$ cat src/hdl/twdsp_ram.sv
// ----------------------------------------------------------------------------
// twdsp_ram
// generic single write, single read ram with registered read data
// ----------------------------------------------------------------------------
`default_nettype none
module twdsp_ram #(
  parameter int WIDTH = 8,
  parameter int DEPTH = 16
) (
  input  wire logic                     clk,
  input  wire logic                     we,
  input  wire logic [$clog2(DEPTH)-1:0] waddr,
  input  wire logic [WIDTH-1:0]         wdata,
  input  wire logic                     re,
  input  wire logic [$clog2(DEPTH)-1:0] raddr,
  output logic      [WIDTH-1:0]         rdata
);
  logic [WIDTH-1:0] mem [DEPTH];

  always_ff @(posedge clk) begin
    if (we) begin
      mem[waddr] <= wdata;
    end
    if (re) begin
      rdata <= mem[raddr];
    end
  end
endmodule
`default_nettype wire

$ cat config.mk
export PLATFORM = sky130hd
export DESIGN_NAME = twdsp_ram
export DESIGN_NICKNAME = d
export VERILOG_FILES = /design/src/hdl/twdsp_ram.sv
export SDC_FILE = /design/constraint.sdc
export NUM_CORES = 1
export LEC_CHECK = 0
export CAP_MARGIN = 0
export CORE_MARGIN = 5
export CORE_UTILIZATION = 40
export DETAILED_ROUTE_END_ITERATION = 10
export DONT_BUFFER_PORTS = 1
export HOLD_SLACK_MARGIN = 0.12
export SLEW_MARGIN = 20
export SYNTH_ARGS = -nofsm -noshare
export SYNTH_HDL_FRONTEND = slang
export SYNTH_SLANG_ARGS = --single-unit
$ cat constraint.sdc
create_clock -name clk -period 2.4 [get_ports clk]
set_input_delay 0.48 -clock clk [delete_from_list [all_inputs] [get_ports clk]]
set_output_delay 0.48 -clock clk [all_outputs]
set_load 0.005 [all_outputs]
==> metrics.txt, run 1 <==
count of nets left with antenna violations after detail routing=0; area share of the leading cell type in the synthesized netlist=approximately four fifths; cell at the root of the clock tree=sky130_fd_sc_hd__clkbuf_16; internal power=4.26 mW; post-synthesis instance total=approximately 230; Yosys Warn Count=0; Total Power=roughly 5.2 mW; Rel. slew slack=about half; met3 Usage GRT=around 4.4%; synth-to-layout area growth=15.3%; footprint of the multi-input gates=approximately 1100 um2; initial core utilization=41.1%; Sequential Power Share=approximately 52%; number of max-slew violations in the final report=0; via count of the routed design=around 2300; number of antenna violations at the first check in global routing=0; number of nets in the layout=~270; number of hold buffers added after cts=0; number of enable-type register cells in the synthesized netlist=136; DP Wirelength=between 6 and 7 mm; Final GP Congestion=around 0.7; unrepaired setup endpoints after global routing=false; final hold violations=0; worst-case clock skew=0.00344 ns; post-CTS setup repair buffer count=0; fin cells=440; VDD IR-drop max=slightly above 0.0005 V; clock tree from TritonCTS=yes; area of the mapped netlist=about 5200 um2; largest net degree at the start of global routing=33; number of fill cells in the layout=between 1000 and 1500; vias in the first global route=about 2400; Max Cap Viol=0; Least-Margin Pin Slew=roughly 0.74 ns; total number of H-tree levels=4; Buffers on Ports=0; fraction of layout cells with a size suffix above 1=a little under a quarter; per-instance average area after synthesis=22.8 um2; maximum root-to-sink buffer count=2; Mapped Nets=248; Die X-Extent=about 120 um; class of the tightest hold or removal check=primary input to register; total negative slack=0 ns; area of the core region=~13000 um2; boundary pin count=27; via/cell ratio=roughly 5.3; global-route track usage on met1=19.6%; number of buffers created by CTS=17; required time worst endpoint=about 2.6 ns; status=completed; leak pwr=roughly 2.0 nW; nature of the critical path endpoint=register; async set or reset register ratio after synthesis=0%; sequential cell area=between 4000 and 5000 um2; Total GRT Usage=approximately 14%; category of the worst setup path launch point=register; GRT overflow=0; count of routing violations after the opening detailed-route iteration=277; post-detailed-routing wire length=around 10 mm; count of inserted antenna diode cells=0; WL/cell=between 20 and 25 um; quantity of gates resized following cts=0; Finish-stage setup viols=0; vertical die dimension=roughly 120 um; final critical-path share of the clock period=62.6%; DR pass1 iterations=4; total of flip-flops plus latches after synthesis=136; net switching share of the total power=around 18%; switching power=0.962 mW; Residual DRC=0; sequential cell area fraction in the yosys report=a little under 80%; clock-pin slew reported for the worst setup and hold paths after clock tree synthesis=0.05 ns; most frequent standard cell in the layout excluding fill and tap cells=sky130_fd_sc_hd__edfxtp_1; top area cells in the synthesized netlist=sky130_fd_sc_hd__edfxtp_1, sky130_fd_sc_hd__mux4_2, sky130_fd_sc_hd__mux4_1; clock period minus worst slack=between 1.5 and 2 ns; count of different cell masters after synthesis=18; commonest cells after routing, fill and taps aside=sky130_fd_sc_hd__edfxtp_1, sky130_fd_sc_hd__mux4_2, sky130_fd_sc_hd__clkbuf_16, sky130_fd_sc_hd__buf_4, sky130_fd_sc_hd__a22oi_1; Pwr per Cell Area=around 870 nW/um2; commonest register cell after synthesis=sky130_fd_sc_hd__edfxtp_1; largest area contributor in the netlist=sky130_fd_sc_hd__edfxtp_1; global-route wire length before repair=roughly 15 mm; site row count=41; number of sinks driven by the clock tree=136; number of cells after detailed placement=408; combinational fraction of design power=under 10%; fmax=665 MHz; largest fanout on the critical path=1; layer carrying the most global-route usage=met1; insertion delay of the later-clocked pin in the worst-skew pair=0.40 ns; Total Die Area=15500 um2; kind of critical path=register to register; met2 Resource Use GR=between 15 and 20%; clock network fraction of design power=45.6%; arrival time reported for the critical path endpoint=1.65 ns
## layout make-up
type                            instances  area share, %
Timing Repair Buffer                   17           2.12
Sequential cell                       136           67.7
Tap cell                              172           3.57
Clock buffer                           19           7.18
Multi-Input combinational cell         83           17.5
Clock inverter                         13           1.85
## power groups by stage
stage          registers, mW  logic [mW]  clock network, mW
2_1_floorplan           2.74       0.135                  0
3_3_place_gp            2.74       0.148                  0
3_5_place_dp            2.74       0.148                  0
4_1_cts                 2.70       0.149               2.42
5_1_grt                 2.70       0.160               2.52
6_report                2.69       0.146               2.38
## flip-flops by register name, indices dropped and copies added, names as in the netlist
| register | cells |
|---|---|
| rdata | 8 |
| mem | 128 |
## worst paths after layout
path	end	slack, ns	from	depth (start not counted)
worst min register to register	rdata[5]	0.75	mem[14][5]	3
worst min-delay path	mem[5][3]	0.17	wdata[3]	0
worst max-delay path	rdata[3]	0.90	mem[5][3]	3
worst max register to register	rdata[3]	0.90	mem[5][3]	3
## Yosys cell counts (2+ instances only)
cell / count
sky130_fd_sc_hd__edfxtp_1: 136
sky130_fd_sc_hd__nand3b_1: 2
sky130_fd_sc_hd__nor2_1: 13
sky130_fd_sc_hd__nand2b_1: 2
sky130_fd_sc_hd__a22oi_1: 16
sky130_fd_sc_hd__nand2_1: 9
sky130_fd_sc_hd__clkdlybuf4s25_2: 3
sky130_fd_sc_hd__buf_2: 3
sky130_fd_sc_hd__mux4_1: 14
sky130_fd_sc_hd__mux4_2: 18
sky130_fd_sc_hd__buf_6: 3
sky130_fd_sc_hd__nor3_1: 4
## critical path: stages, from the launching register on
cell and delay, ns:
sky130_fd_sc_hd__edfxtp_1 0.35, sky130_fd_sc_hd__mux4_1 0.56, sky130_fd_sc_hd__a22oi_1 0.23, sky130_fd_sc_hd__nand2_1 0.10
## per-layer routing
metal | vias up | routed length [um]
li1 | 1029 | -
met1 | 1232 | 4650
met2 | 75 | 4730
met3 | 2 | 667
met4 | 0 | 54
met5 | - | 0
## through the flow
stage	cell area [um2]	hold WS [ns]	utilization [%]	worst slack (ns)
6_report	6030	0.169	47.4	0.897
5_1_grt	6030	0.144	47.4	0.853
4_1_cts	6030	0.146	47.4	0.904
3_5_place_dp	5480	0.580	43.1	0.730
3_3_place_gp	5480	0.580	43.1	0.743
2_1_floorplan	5230	0.579	-	0.427
## kinds of logic after synthesis
logic type	share of synthesized area (%)
compound gates	2.30
buf+inv	1.65
flops	78.1
mux	14.8
simple gates	3.14
No activity file was read; power rests on OpenSTA's default activity.
==> run 2: changes to the inputs <==
==> constraint.sdc (replaced) <==
create_clock -name clk -period 1.5 [get_ports clk]
set_input_delay 0.3 -clock clk [delete_from_list [all_inputs] [get_ports clk]]
set_output_delay 0.3 -clock clk [all_outputs]
set_load 0.005 [all_outputs]
==> run 2 against run 1 <==
  * Critical path depth is the same
  * Die area unchanged
  * Global-route usage decreased by 0.29 points
  * Sequential power up 61%
  * Critical path type unchanged
  * Largest cell class unchanged
==> metrics.txt, run 2 (synthesized netlist as in run 1, its figures left out) <==
final standard cell area without fillers=6010 um2 (-0.27%); area of the core region=12700 um2 (unchanged); site row count=41 (unchanged); Die X-Extent=124 um (unchanged); clock tree from TritonCTS=yes; status=completed; Worst Hold Slack=0.263 ns (+0.0941 ns); WL/cell=21.8 um (-4.9%); insertion delay of the later-clocked pin in the worst-skew pair=0.41 ns (about the same); most frequent standard cell in the layout excluding fill and tap cells=sky130_fd_sc_hd__edfxtp_1; count of routing violations after the opening detailed-route iteration=157 (-43%); arrival time reported for the critical path endpoint=1.60 ns (-0.05 ns); post-CTS setup repair buffer count=0 (unchanged); clock-pin slew reported for the worst setup and hold paths after clock tree synthesis=0.05 ns (about the same); leak pwr=1.91 nW (-2.8%); worst-case clock skew=0.00461 ns (+0.00118 ns); class of the tightest hold or removal check=primary input to register; GRT overflow=0 (unchanged); Buffers on Ports=0 (unchanged); Total GRT Usage=13.4% (-0.29 points); boundary pin count=27 (unchanged); largest net degree at the start of global routing=33 (unchanged); kind of critical path=register to register; required time worst endpoint=1.64 ns (-0.91 ns); number of max-slew violations in the final report=0 (unchanged); unrepaired setup endpoints after global routing=true; VDD IR-drop max=0.000580 V (+14%); via/cell ratio=5.18 (-2.5%); Total Die Area=15500 um2 (unchanged); count of inserted antenna diode cells=0 (unchanged); cell at the root of the clock tree=sky130_fd_sc_hd__clkbuf_16; total number of H-tree levels=4 (unchanged); Least-Margin Pin Slew=0.827 ns (+0.0833 ns); final critical-path share of the clock period=97.6% (+35 points); category of the worst setup path launch point=register; number of sinks driven by the clock tree=136 (unchanged); global-route wire length before repair=14.9 mm (-1.7%); sequential cell area=4080 um2 (unchanged); vertical die dimension=124 um (unchanged); Top Registers=mem x128, rdata x8; final hold violations=0 (unchanged); DP Wirelength=5.98 mm (-1.3%); via count of the routed design=2311 (-1.2%); post-detailed-routing wire length=9.73 mm (-3.6%); DR pass1 iterations=4 (unchanged); nature of the critical path endpoint=register; initial core utilization=41.1% (unchanged); Residual DRC=0 (unchanged); Final GP Congestion=0.693 (-2.4%); vias in the first global route=2494 (+1.9%); footprint of the multi-input gates=1030 um2 (-3.0%); commonest cells after routing, fill and taps aside=sky130_fd_sc_hd__edfxtp_1, sky130_fd_sc_hd__mux4_2, sky130_fd_sc_hd__clkbuf_16; synth-to-layout area growth=15.0%; Max Cap Viol=0 (unchanged); number of stages on the worst hold path=2 (+2); maximum root-to-sink buffer count=2 (unchanged); largest fanout on the critical path=1 (unchanged); number of antenna violations at the first check in global routing=0 (unchanged); number of fill cells in the layout=1097 (+0.55%); number of nets in the layout=282 (+2.9%); area of placed instances=5430 um2 (-0.94%); Rel. slew slack=44.7% (-5.5 points); fraction of layout cells with a size suffix above 1=25.9% (+3.2 points); count of nets left with antenna violations after detail routing=0 (unchanged); clock period minus worst slack=1.46 ns (-0.0395 ns); number of flip-flops under the largest register name=128 (unchanged); register name with the most flops=mem; number of buffers created by CTS=17 (unchanged); Finish-stage setup viols=0 (unchanged); Pwr per Cell Area=1330 nW/um2 (+54%); fmax=683 MHz (+2.7%); path depth of the worst reg2reg path=3 (unchanged)
run 2: changes by cell type in the layout (fill, tap and decap cells not counted), moves of 2 or more:
cell                            change
sky130_fd_sc_hd__mux4_1            -13
sky130_fd_sc_hd__mux4_2            +13
sky130_fd_sc_hd__dlygate4sd3_1      +9
sky130_fd_sc_hd__clkinv_2           -3
sky130_fd_sc_hd__a22oi_1            -2
sky130_fd_sc_hd__a22oi_2            +2
sky130_fd_sc_hd__bufinv_16          -2
sky130_fd_sc_hd__clkbuf_1           +2
sky130_fd_sc_hd__clkinv_1           +2
run 2: layout make-up:
class                      instances  share of cell area, %
clock buffer                      21                   7.33
clock inverter                     9                  0.604
multi-input combinational         83                   17.1
sequential                       136                   67.9
tap                              172                   3.58
timing repair buffer              25                   3.50
run 2: worst max-delay path, cell delays in order, from the launching register on:
cell and delay [ns]:
sky130_fd_sc_hd__edfxtp_1 0.38, sky130_fd_sc_hd__mux4_2 0.47, sky130_fd_sc_hd__a22oi_1 0.23, sky130_fd_sc_hd__nand2_2 0.12
run 2: worst paths after layout:
check              end       from  slack (ns)
max           rdata[2]  mem[8][2]        0.04
max reg2reg   rdata[2]  mem[8][2]        0.04
min reg2reg   rdata[5]  mem[6][5]        0.76
min          mem[0][3]   waddr[1]        0.26
run 2: what timing repair did:
item	in CTS	in global routing
hold buffers	9	0
setup endpoints to repair	1	4
resized for setup	1	2
hold endpoints to repair	136	0
run 2: through the flow:
step,power [mW],TNS [ns],utilization [%],std cells,worst slack (ns)
after global routing,8.26,-0.00708,47.3,446,-0.00585
after CTS,8.06,0,47.2,446,0.00340
after detailed placement,4.63,-0.0284,42.7,407,-0.0284
after floorplan,4.61,-1.99,-,229,-0.0661
after global placement,4.63,0,42.7,407,0.00858
final,8.00,0,47.3,446,0.0361
run 2: per-layer routing:
metal	vias to the layer above	share of wire (%)	track usage, %
li1	1040	-	-
met1	1211	46	17.1
met2	47	48	20.5
met3	13	4.3	4.29
met4	0	1.6	6.77
met5	-	0	0
run 2: power by group:
part / leakage [nW] / switching (mW) / total (mW) / internal (mW)
logic: 0.442 / 0.159 / 0.310 / 0.150
clock network: 0.233 / 1.33 / 3.37 / 2.04
registers: 1.24 / 0.0265 / 4.32 / 4.29
total: 1.91 / 1.52 / 8.00 / 6.48
